===== src/rtl/aes256_block_encrypt_defines.svh =====
// Assertion macros for the AES-256 encrypt block
`ifndef AES256_BLOCK_ENCRYPT_DEFINES_SVH
`define AES256_BLOCK_ENCRYPT_DEFINES_SVH
`ifndef NO_ASSERTIONS
`define AES_ASSERT_NEVER(label, clk, rst_n, cond) \
  label: assert property (@(posedge clk) disable iff (!rst_n) !(cond)) \
    else $error("aes: forbidden condition");
`define AES_ASSERT_IMPL(label, clk, rst_n, ante, cons) \
  label: assert property (@(posedge clk) disable iff (!rst_n) (ante) |-> (cons)) \
    else $error("aes: implication failed");
`else
`define AES_ASSERT_NEVER(label, clk, rst_n, cond)
`define AES_ASSERT_IMPL(label, clk, rst_n, ante, cons)
`endif
`endif


===== src/rtl/aes256_pkg.sv =====
// Types, constants and round functions shared by the AES-256 encrypt block
package aes256_pkg;

  localparam int unsigned KeyRegs   = 4;
  localparam int unsigned CfgIdxW   = 3;

  typedef struct packed {
    logic [63:0] plain_high;
    logic [63:0] plain_low;
  } plain_t;

  typedef struct packed {
    logic [63:0] cipher_high;
    logic [63:0] cipher_low;
  } cipher_t;

  typedef struct packed {
    logic         we;
    logic [3:0]   addr;
    logic [127:0] data;
  } rk_wr_t;

  localparam logic [7:0] SBOX [256] = '{
    8'h63,8'h7c,8'h77,8'h7b,8'hf2,8'h6b,8'h6f,8'hc5,8'h30,8'h01,8'h67,8'h2b,8'hfe,8'hd7,8'hab,8'h76,
    8'hca,8'h82,8'hc9,8'h7d,8'hfa,8'h59,8'h47,8'hf0,8'had,8'hd4,8'ha2,8'haf,8'h9c,8'ha4,8'h72,8'hc0,
    8'hb7,8'hfd,8'h93,8'h26,8'h36,8'h3f,8'hf7,8'hcc,8'h34,8'ha5,8'he5,8'hf1,8'h71,8'hd8,8'h31,8'h15,
    8'h04,8'hc7,8'h23,8'hc3,8'h18,8'h96,8'h05,8'h9a,8'h07,8'h12,8'h80,8'he2,8'heb,8'h27,8'hb2,8'h75,
    8'h09,8'h83,8'h2c,8'h1a,8'h1b,8'h6e,8'h5a,8'ha0,8'h52,8'h3b,8'hd6,8'hb3,8'h29,8'he3,8'h2f,8'h84,
    8'h53,8'hd1,8'h00,8'hed,8'h20,8'hfc,8'hb1,8'h5b,8'h6a,8'hcb,8'hbe,8'h39,8'h4a,8'h4c,8'h58,8'hcf,
    8'hd0,8'hef,8'haa,8'hfb,8'h43,8'h4d,8'h33,8'h85,8'h45,8'hf9,8'h02,8'h7f,8'h50,8'h3c,8'h9f,8'ha8,
    8'h51,8'ha3,8'h40,8'h8f,8'h92,8'h9d,8'h38,8'hf5,8'hbc,8'hb6,8'hda,8'h21,8'h10,8'hff,8'hf3,8'hd2,
    8'hcd,8'h0c,8'h13,8'hec,8'h5f,8'h97,8'h44,8'h17,8'hc4,8'ha7,8'h7e,8'h3d,8'h64,8'h5d,8'h19,8'h73,
    8'h60,8'h81,8'h4f,8'hdc,8'h22,8'h2a,8'h90,8'h88,8'h46,8'hee,8'hb8,8'h14,8'hde,8'h5e,8'h0b,8'hdb,
    8'he0,8'h32,8'h3a,8'h0a,8'h49,8'h06,8'h24,8'h5c,8'hc2,8'hd3,8'hac,8'h62,8'h91,8'h95,8'he4,8'h79,
    8'he7,8'hc8,8'h37,8'h6d,8'h8d,8'hd5,8'h4e,8'ha9,8'h6c,8'h56,8'hf4,8'hea,8'h65,8'h7a,8'hae,8'h08,
    8'hba,8'h78,8'h25,8'h2e,8'h1c,8'ha6,8'hb4,8'hc6,8'he8,8'hdd,8'h74,8'h1f,8'h4b,8'hbd,8'h8b,8'h8a,
    8'h70,8'h3e,8'hb5,8'h66,8'h48,8'h03,8'hf6,8'h0e,8'h61,8'h35,8'h57,8'hb9,8'h86,8'hc1,8'h1d,8'h9e,
    8'he1,8'hf8,8'h98,8'h11,8'h69,8'hd9,8'h8e,8'h94,8'h9b,8'h1e,8'h87,8'he9,8'hce,8'h55,8'h28,8'hdf,
    8'h8c,8'ha1,8'h89,8'h0d,8'hbf,8'he6,8'h42,8'h68,8'h41,8'h99,8'h2d,8'h0f,8'hb0,8'h54,8'hbb,8'h16
  };

  function automatic logic [7:0] xtime(input logic [7:0] b);
    xtime = {b[6:0], 1'b0} ^ (b[7] ? 8'h1b : 8'h00);
  endfunction

  function automatic logic [31:0] sub_word(input logic [31:0] w);
    sub_word = {SBOX[w[31:24]], SBOX[w[23:16]], SBOX[w[15:8]], SBOX[w[7:0]]};
  endfunction

  // byte k of the state sits at bits [127-8k -: 8]; byte 4c+r is column c, row r
  function automatic logic [127:0] sub_shift(input logic [127:0] s);
    logic [127:0] t;
    t = '0;
    for (int c = 0; c < 4; c++) begin
      for (int r = 0; r < 4; r++) begin
        t[127 - 8 * (4 * c + r) -: 8] = SBOX[s[127 - 8 * (4 * ((c + r) % 4) + r) -: 8]];
      end
    end
    sub_shift = t;
  endfunction

  function automatic logic [127:0] mix_columns(input logic [127:0] s);
    logic [127:0] t;
    logic [7:0]   a0, a1, a2, a3, all;
    t = '0;
    for (int c = 0; c < 4; c++) begin
      a0  = s[127 - 32 * c -: 8];
      a1  = s[119 - 32 * c -: 8];
      a2  = s[111 - 32 * c -: 8];
      a3  = s[103 - 32 * c -: 8];
      all = a0 ^ a1 ^ a2 ^ a3;
      t[127 - 32 * c -: 8] = a0 ^ all ^ xtime(a0 ^ a1);
      t[119 - 32 * c -: 8] = a1 ^ all ^ xtime(a1 ^ a2);
      t[111 - 32 * c -: 8] = a2 ^ all ^ xtime(a2 ^ a3);
      t[103 - 32 * c -: 8] = a3 ^ all ^ xtime(a3 ^ a0);
    end
    mix_columns = t;
  endfunction

endpackage


===== src/rtl/aes256_keyexp.sv =====
// Key registers and key expansion sequencer, one round-key row per cycle
module aes256_keyexp #(
  parameter int unsigned NumRows = 15
) (
  input  logic                          clk_i,
  input  logic                          rst_ni,
  input  logic                          cfg_we_i,
  input  logic [aes256_pkg::CfgIdxW-1:0] cfg_idx_i,
  input  logic [63:0]                   cfg_wdata_i,
  output aes256_pkg::rk_wr_t            rk_wr_o,
  output logic                          busy_o,
  output logic                          keys_ready_o
);
  import aes256_pkg::*;

  logic [63:0]  key_q [KeyRegs];
  logic [255:0] win_q, win_d;
  logic [3:0]   cnt_q, cnt_d;
  logic         busy_q, busy_d, ready_q, ready_d;
  logic [7:0]   rc_q, rc_d;
  logic [127:0] row;
  logic [31:0]  t, w0, w1, w2, w3;
  logic         start;

  assign start = cfg_we_i && (cfg_idx_i < CfgIdxW'(KeyRegs));

  always_comb begin
    t = win_q[31:0];
    if (!cnt_q[0]) begin
      t = sub_word({t[23:0], t[31:24]}) ^ {rc_q, 24'h0};
    end else begin
      t = sub_word(t);
    end
    w0 = win_q[255:224] ^ t;
    w1 = win_q[223:192] ^ w0;
    w2 = win_q[191:160] ^ w1;
    w3 = win_q[159:128] ^ w2;
    case (cnt_q)
      4'd0:    row = {key_q[0], key_q[1]};
      4'd1:    row = {key_q[2], key_q[3]};
      default: row = {w0, w1, w2, w3};
    endcase
  end

  always_comb begin
    busy_d  = busy_q;
    cnt_d   = cnt_q;
    rc_d    = rc_q;
    win_d   = win_q;
    ready_d = ready_q;
    if (start) begin
      busy_d = 1'b1;
      cnt_d  = '0;
      rc_d   = 8'h01;
    end else if (busy_q) begin
      win_d = {win_q[127:0], row};
      cnt_d = cnt_q + 4'd1;
      if (cnt_q >= 4'd2 && !cnt_q[0]) begin
        rc_d = xtime(rc_q);
      end
      if (cnt_q == 4'(NumRows - 1)) begin
        busy_d  = 1'b0;
        ready_d = 1'b1;
      end
    end
  end

  always_ff @(posedge clk_i or negedge rst_ni) begin
    if (!rst_ni) begin
      busy_q  <= 1'b0;
      ready_q <= 1'b0;
      cnt_q   <= '0;
      rc_q    <= 8'h01;
      for (int i = 0; i < KeyRegs; i++) key_q[i] <= '0;
    end else begin
      busy_q  <= busy_d;
      ready_q <= ready_d;
      cnt_q   <= cnt_d;
      rc_q    <= rc_d;
      if (start) begin
        key_q[cfg_idx_i[1:0]] <= cfg_wdata_i;
      end
    end
  end

  always_ff @(posedge clk_i) begin
    win_q <= win_d;
  end

  assign rk_wr_o.we   = busy_q && !start;
  assign rk_wr_o.addr = cnt_q;
  assign rk_wr_o.data = row;
  assign busy_o       = busy_q;
  assign keys_ready_o = ready_q;
endmodule


===== config.mk =====
export PLATFORM = sky130hd
export DESIGN_NAME = aes256_keyexp
export DESIGN_NICKNAME = d
export VERILOG_FILES = /design/src/rtl/aes256_block_encrypt_defines.svh /design/src/rtl/aes256_pkg.sv /design/src/rtl/aes256_keyexp.sv
export SDC_FILE = /design/constraint.sdc
export NUM_CORES = 1
export LEC_CHECK = 0
export ABC_CLOCK_PERIOD_IN_PS = 23400
export BUFFER_PORTS_ARGS = -buffer_cell sky130_fd_sc_hd__buf_2
export CAP_MARGIN = 15
export CORE_MARGIN = 3
export CORE_UTILIZATION = 24
export CTS_BUF_LIST = sky130_fd_sc_hd__clkbuf_8
export CTS_CLUSTER_DIAMETER = 80
export DETAILED_ROUTE_END_ITERATION = 6
export GPL_TIMING_DRIVEN = 0
export RECOVER_POWER = 50
export SKIP_LAST_GASP = 1
export SYNTH_ARGS = -nofsm -noshare
export SYNTH_HDL_FRONTEND = slang
export SYNTH_SLANG_ARGS = --single-unit

===== constraint.sdc =====
create_clock -name clk_i -period 23.4 [get_ports clk_i]
set_clock_uncertainty 0.05 [all_clocks]
set_input_delay 4.68 -clock clk_i [delete_from_list [all_inputs] [get_ports clk_i]]
set_output_delay 4.68 -clock clk_i [all_outputs]
set_load 0.02 [all_outputs]

**Word-level counts from Yosys, hierarchy flattened**

Memories as Yosys holds them, arrays and structs flattened.
Index checks and enable logic that the tools add are counted.

- Add/sub/neg operators: 1
- Bitwise gates (word level): 12
- Reduce and logical (&&, ||, !) cells: 12
- Order comparisons: 8
- Muxes and demuxes: 22
- Equal/unequal tests: 2

Operators with widths:

| operator | count |
|---|---|
| bitwise mux 256 bit | 1 |
| one-hot mux 128 bit (2 select lines) | 1 |
| bitwise XOR 32 bit | 5 |
| demux 64 bit (select 2 bit) | 1 |
| two-way mux 8 bit | 11 |
| two-way mux 64 bit | 1 |
| >= comparator 9 bit, second input constant | 4 |
| inverter 8 -> 9 bit | 4 |
| two-way mux 32 bit | 1 |
| two-way mux 4 bit | 2 |
| bitwise XOR 8 x 5 -> 8 bit | 1 |
| two-way mux 5 bit | 1 |
| adder 4 x 1 -> 4 bit, second input constant | 1 |
| equality test 4 x 1 -> 1 bit, second input constant | 1 |
| equality test 4 bit, second input constant | 1 |
| >= comparator 4 x 2 -> 1 bit, second input constant | 1 |
| logical AND 1 bit | 4 |
| logical NOT 4 bit | 1 |
| AND reduction 2 bit | 2 |
| nonzero test 2 bit | 2 |
| >= comparator 3 bit, second input constant | 1 |
| < comparator 3 x 1 -> 1 bit, second input constant | 1 |
| < comparator 3 bit, second input constant | 1 |
| two-way mux 1 bit | 3 |
| 4 further kinds | 5 |

- Memories kept: 4
- Bits in registers: 526
- Memory bits (read-only): 8192
- Output and inout port bits: 135
- Bits of input ports: 70
- Word-level logic and storage cells: 70

Memories:

| name | words | bits a word | read ports | clocked after Yosys merged registers in | wr ports | RTL line | RTL |
|---|---|---|---|---|---|---|---|
| (no name shown) | 256 | 8 | 1 | 0 | 0 | aes256_pkg.sv:47 | `sub_word = {SBOX[w[31:24]], SBOX[w[23:16]], SBOX[w[15:8]], SBOX[w[7:0]]};` |
| (no name shown) | 256 | 8 | 1 | 0 | 0 | aes256_pkg.sv:47 |  |
| (no name shown) | 256 | 8 | 1 | 0 | 0 | aes256_pkg.sv:47 |  |
| (no name shown) | 256 | 8 | 1 | 0 | 0 | aes256_pkg.sv:47 |  |

**Longest topological paths before layout**

Gate-level depths: netlist of run 1.

- Depth after elaboration: 11
- Gate-level depth with buffers: 17
- Depth with buffers taken out: 12

**Worst setup path before layout of run 1**

OpenSTA, ideal clock, no wires.

- Path type: in2out
- Start: input cfg_idx_i[2] (netlist name)
- End: output rk_wr_o[132] (netlist name)
- Buffers on the path: 0
- Path slack: 7.822 ns
- Data required time: 18.670 ns
- Stages: 2
- Arrival: 10.848 ns
- Path through: nand2b_1 and2_1

RTL lines:

| element | RTL line | RTL |
|---|---|---|
| start: declaration | aes256_keyexp.sv:8 | `input logic [aes256_pkg::CfgIdxW-1:0] cfg_idx_i,` |
| end: declaration | aes256_keyexp.sv:10 | `output aes256_pkg::rk_wr_t rk_wr_o,` |

==> metrics.cfg, run 1 <==
[clock_network]
clk-insertion-delay-late_ns = 0.69
clockRootBuffer = clkbuf_8
ctsHoldBuffers = 0
htreeDepth = 3
cts_resized = 0
clockBufferDepth = 3
cts.clk_slew.worst_paths_ns = 0.06
cts_setup_buffers = 0
cts_tree = built
clock_sinks = 526
cts_buffers = 89

[worst_setup_path]
critical_path.top_delay_family = simple AND/OR/NAND/NOR gates
worst_path_most_repeated_cell = buf_2
path_cells = buf_2 -> nand2b_1 -> and2_0 -> clkbuf_1 -> buf_16 -> buf_2
arrival_ns = 10.57
critPathSlowestCell = and2_0
slowest_delay_ns = 2.61
path_class = in -> out
cp_max_fo = 55
cp.required_ns = 18.67
worstSetupEndpointType = primary output
cp_num_buf_inv = 4
crit_path_start_kind = input pin

[sta]
hold_violations = 0
finalCriticalPeriod_ns = 15.30
finalSetupViolCount = 0
fin_crit_sh = 0.654
tightest_slew_ns = 5.07
slew_headroom = -2.38
rsz0062_at_grt = no
tns_ns = 0
fmax_mhz = 65.4
slew_violations = 491

[global_route]
grt_max_degree = 95
grt_util_all_layers = 0.240
grt_pass1_vias = 35127
grt-ovfl-total = 0
antenna_found_initial = 50
grt_pass1_wl_mm = 282

[floorplanning]
die_width_um = 405
dieArea_um2 = 164000
core_area_um2 = 157000
rows = 145
initial_core_util = 0.243
ios = 205
die_h_um = 405

[run_status]
violations = DRC, capacitance limit, slew limit
run_status = complete, but fails checks

[finish]
drive_gt1_frac = 0.218
final_cells = 6311
nets = 4282
area_delta_synth_final_pct = 14.8
post-route-util = 0.279

[routing]
firstDrtPassIters = 7
drt_wl_total_mm = 206
ant_nets = 0
via_per_inst = 5.96
post-route-drc-count = 1
wl_per_cell_um = 32.7
drtIter0Drc = 5359
vias = 37606

[placement]
place_inst = 6119
hpwlAfterDp_mm = 154
place.gp.congestion = 0.988
io_buffers = 204

[synth]
synthCells = 3840
syn-num-nets = 3970
ys_ff_latch = 526
yosysWarnings = 0
avgSynthCellArea_um2 = 9.94
synth_ff_type = dfrtp_1
synth-seq-area-share = 0.378
netlist_area_um2 = 38200
async_flop_share = 0.513
synth-edff-count = 256
synth_cell_type_count = 112

[job]
cap_violations = 7

[hold_path]
hp-class = reg -> reg

-- layout make-up --
class | instances | area [um2]
Antenna cell | 25 | 62.6
Inverter | 50 | 188
Timing Repair Buffer | 221 | 1180
Tap cell | 2058 | 2570
Clock buffer | 108 | 1490
Buffer | 390 | 1750
Clock inverter | 59 | 337
Sequential cell | 526 | 14400
Multi-Input combinational cell | 2874 | 21800
Fill cell | 16755 | 113000
-- synthesized netlist by cell type, types with 91 or more instances --
cell type | instances | area [um2]
dfrtp_1 | 269 | 6730
mux2_2 | 276 | 3110
o21ai_0 | 216 | 1080
a21oi_1 | 160 | 801
buf_2 | 113 | 566
nand3_1 | 100 | 500
nor2b_1 | 98 | 613
nor3_1 | 98 | 490
clkbuf_1 | 220 | 826
xnor2_1 | 91 | 797
nand2b_1 | 107 | 669
edfxtp_1 | 256 | 7690
nor2_1 | 196 | 736
nand2_1 | 224 | 841
a22oi_1 | 125 | 938
-- registers in the layout, indices dropped and copies added (netlist names) --
signal,count
rc_q,8
cnt_q,4
busy_o,1
keys_ready_o,1
win_q,256
key_q,256
-- path summary, 6_finish.rpt --
kind	start	to	slack, ns	cells after the start
worst max-delay path	cfg_idx_i[2]	rk_wr_o[132]	8.10	6
worst min-delay path	win_q[86]	win_q[214]	0.35	0
worst max register to register	cnt_q[0]	win_q[27]	15.62	16
worst min register to register	win_q[86]	win_q[214]	0.35	0
max in group asynchronous	rst_ni	busy_o	11.08	2
min in group asynchronous	rst_ni	key_q[235]	5.63	1
-- metrics by stage --
| step | hold WS [ns] | setup slack (ns) | area (um2) |
|---|---|---|---|
| floorplan | 0.350 | 7.82 | 38200 |
| global placement | 0.350 | 3.80 | 41800 |
| detailed placement | 0.355 | 11.47 | 42100 |
| CTS | 0.359 | 10.69 | 43900 |
| global route | 0.362 | 7.50 | 43800 |
| finish | 0.354 | 8.10 | 43800 |
-- routing by layer --
metal	part of all wire	up-vias	track usage	routed length [um]
li1	-	15352	-	-
met1	0.42	18840	0.330	85600
met2	0.41	2823	0.346	84900
met3	0.11	575	0.0629	23000
met4	0.061	16	0.120	12600
met5	0.00053	-	0	109
-- logic make-up after synthesis --
kind of cell	after synthesis	share of synthesized area
and+or+nand+nor	1067	0.145
adders and majority gates	60	0.0197
buffers and inverters	440	0.0508
DFF	526	0.378
AOI/OAI and AO/OA	1134	0.207
xor gates and xnor gates	192	0.0504
muxes	421	0.149
-- placed cells by master, fill, tap and decap left out, types with 108 or more instances in the layout --
cell,Yosys,layout
a21oi_1,160,160
a22oi_1,125,125
buf_2,113,318
clkbuf_1,220,230
clkbuf_8,0,108
dfrtp_1,269,269
edfxtp_1,256,256
mux2_2,276,276
nand2_1,224,224
nor2_1,196,196
o21ai_0,216,216
Power of run 1 is not shown: default switching activity piles up to over one toggle a cycle in this logic, so the estimate is an artifact.
==> inputs of run 2 (changes only) <==
- ABC_AREA: unset -> 1
- ABC_CLOCK_PERIOD_IN_PS: 23400 -> 13980
- clock period: 23.4 -> 13.98 ns (I/O delays scaled with it)
==> run 2 against run 1 <==
Compared with the run above:
- the run ends with capacitance limit, slew limit left
- synthesized area decreased by 11%
- highest routed layer unchanged
- sequential share of layout area grew 3.9 points
- first-iteration DRC count increased by 4.8%
==> metrics.cfg, run 2 <==
[floorplanning]
ios = 205
die_width_um = 381
rows = 137
initial_core_util = 0.242
dieArea_um2 = 145000
core_area_um2 = 140000
die_h_um = 381

[clock_network]
htreeDepth = 3
clockBufferDepth = 3
clk-insertion-delay-late_ns = 0.74
cts.clk_slew.worst_paths_ns = 0.06
ctsHoldBuffers = 0
clockRootBuffer = clkbuf_8
cts_setup_buffers = 0
cts_resized = 0
cts_tree = built
clock_sinks = 526
cts_buffers = 91

[placement]
dp_slack_ns = 6.09
place.gp.congestion = 1.00
hpwlAfterDp_mm = 154
io_buffers = 204

[worst_setup_path]
path_cells = clkbuf_1 -> clkbuf_1
slowest_delay_ns = 3.89
critPathSlowestCell = clkbuf_1
worstSetupEndpointType = asynchronous set/reset pin
reg2regPathDepth = 18
worst_path_most_repeated_cell = clkbuf_1
cp_num_buf_inv = 2
arrival_ns = 9.65
cp_max_fo = 94
cp.required_ns = 13.45
worst_r2r_endpoint = win_q[21]
ff2ff_setup_slack_ns = 8.58
path_class = in -> async
critical_path.top_delay_family = buffers and inverters
r2r_start = win_q[9]
crit_path_start_kind = input pin

[synth]
synth-seq-area-share = 0.427
synthTopCellsByCount = nand2_1, nand3_1, o21ai_0
ys_ff_latch = 526
synth-simple-area-share = 0.357
yosysMostFrequentCell = nand2_1
synthTopCellsByArea = edfxtp_1, dfrtp_1, nand2_1
async_flop_share = 0.513
synth_top_family_by_area = simple AND/OR/NAND/NOR gates
synth-edff-count = 256
synth_fa_ha_area_frac = 0.0222
synth.area.mux_share = 0
synth_ff_type = dfrtp_1
syn-num-nets = 4825
synth-xor-area-share = 0.000259
avgSynthCellArea_um2 = 7.20
synth_top_area_share = 0.227
synth_cell_type_count = 43
synth_top_area_cell = edfxtp_1
yosysWarnings = 0
synth-compound-area-share = 0.117
synthCells = 4695
netlist_area_um2 = 33800

[sta]
tightest_slew_ns = 5.35
hold_violations = 0
fin_crit_sh = 0.728
slew_violations = 242
slew_headroom = -2.56
fmax_mhz = 98.2
worst_slack_ns = 3.80
rsz0062_at_grt = no
finalCriticalPeriod_ns = 10.18
finalSetupViolCount = 0

[hold_path]
holdCritStartpoint = win_q[49]
hold_end = win_q[177]
hold_depth = 0
hp-class = reg -> reg

[finish]
area_delta_synth_final_pct = 15.8
drive_gt1_frac = 0.0936
nets = 5136
layout_commonest_cell = nand2_1
reg_top3 = key_q x256, win_q x256, rc_q x8
fill_cells = 15542
layout_common_cells = nand2_1, nand3_1, o21ai_0

[routing]
via_per_inst = 5.52
ant_nets = 0
firstDrtPassIters = 6
drtIter0Drc = 5618
drt_wl_total_mm = 202
wl_per_cell_um = 29.0
post-route-drc-count = 0
vias = 38430

[global_route]
grt_max_degree = 114
antenna_found_initial = 14
grt_util_all_layers = 0.266
grt_pass1_vias = 36393
grt_pass1_wl_mm = 280
grt-ovfl-total = 0

[job]
cap_violations = 5

[run_status]
violations = capacitance limit, slew limit
run_status = complete, but fails checks

-- run 2: cell types whose count changed in the layout (fill, tap and decap cells not counted), sizes merged, moves of 107 or more --
cell,delta
o21ai,+141
mux2,-277
a22oi,-119
nand3,+996
nand2b,-107
inv,+299
nand2,+1248
-- run 2: per-stage QoR --
stage                     instances  setup TNS, ns  hold slack [ns]  instance area, um2  utilization
final                          6967              0            0.343               39200        0.280
after global routing           6962              0            0.359               39100        0.280
after CTS                      6961              0            0.337               39300        0.281
after detailed placement       6789              0            0.355               37500        0.268
after global placement         6775         -54.93            0.350               37200        0.266
after floorplan                4695              0            0.350               33800            -
-- run 2: worst max-delay path by stage --
| stage | from | to | cells after the start | slack, ns |
|---|---|---|---|---|
| floorplan | cfg_we_i | rk_wr_o[132] | 4 | 1.40 |
| global placement | cfg_we_i | rk_wr_o[132] | 6 | -3.39 |
| detailed placement | win_q[9] | rk_wr_o[21] | 19 | 6.09 |
| CTS | win_q[9] | rk_wr_o[21] | 19 | 5.31 |
| global route | rst_ni | key_q[200] | 2 | 2.56 |
| finish | rst_ni | key_q[136] | 2 | 3.80 |
-- run 2: routing by layer --
metal  vias up  GRT usage  wire length [um]
li1      16633          -                 -
met1     18718      0.361             82700
met2      2581      0.402             86100
met3       494     0.0537             21300
met4         4      0.133             11900
met5         -          0                25
-- run 2: logic make-up (layout without fill, tap and decap cells) --
kind of cell,after synthesis,after routing
other,0,6
adder cells (fa/ha/maj),60,60
AO/OA/AOI/OAI,700,700
flip-flops,526,526
AND/OR/NAND/NOR,2784,2784
XOR/XNOR,1,1
buffers and inverters,624,1014
-- run 2: layout make-up --
type | count | area [um2] | area share
Antenna cell | 6 | 15.0 | 0.000383
Buffer | 279 | 1270 | 0.0325
Clock buffer | 104 | 1430 | 0.0366
Clock inverter | 68 | 338 | 0.00863
Inverter | 345 | 1300 | 0.0332
Multi-Input combinational cell | 3545 | 16800 | 0.429
Sequential cell | 526 | 14400 | 0.369
Tap cell | 1876 | 2350 | 0.0599
Timing Repair Buffer | 218 | 1210 | 0.0309
Power of run 2 is left out for the same reason.
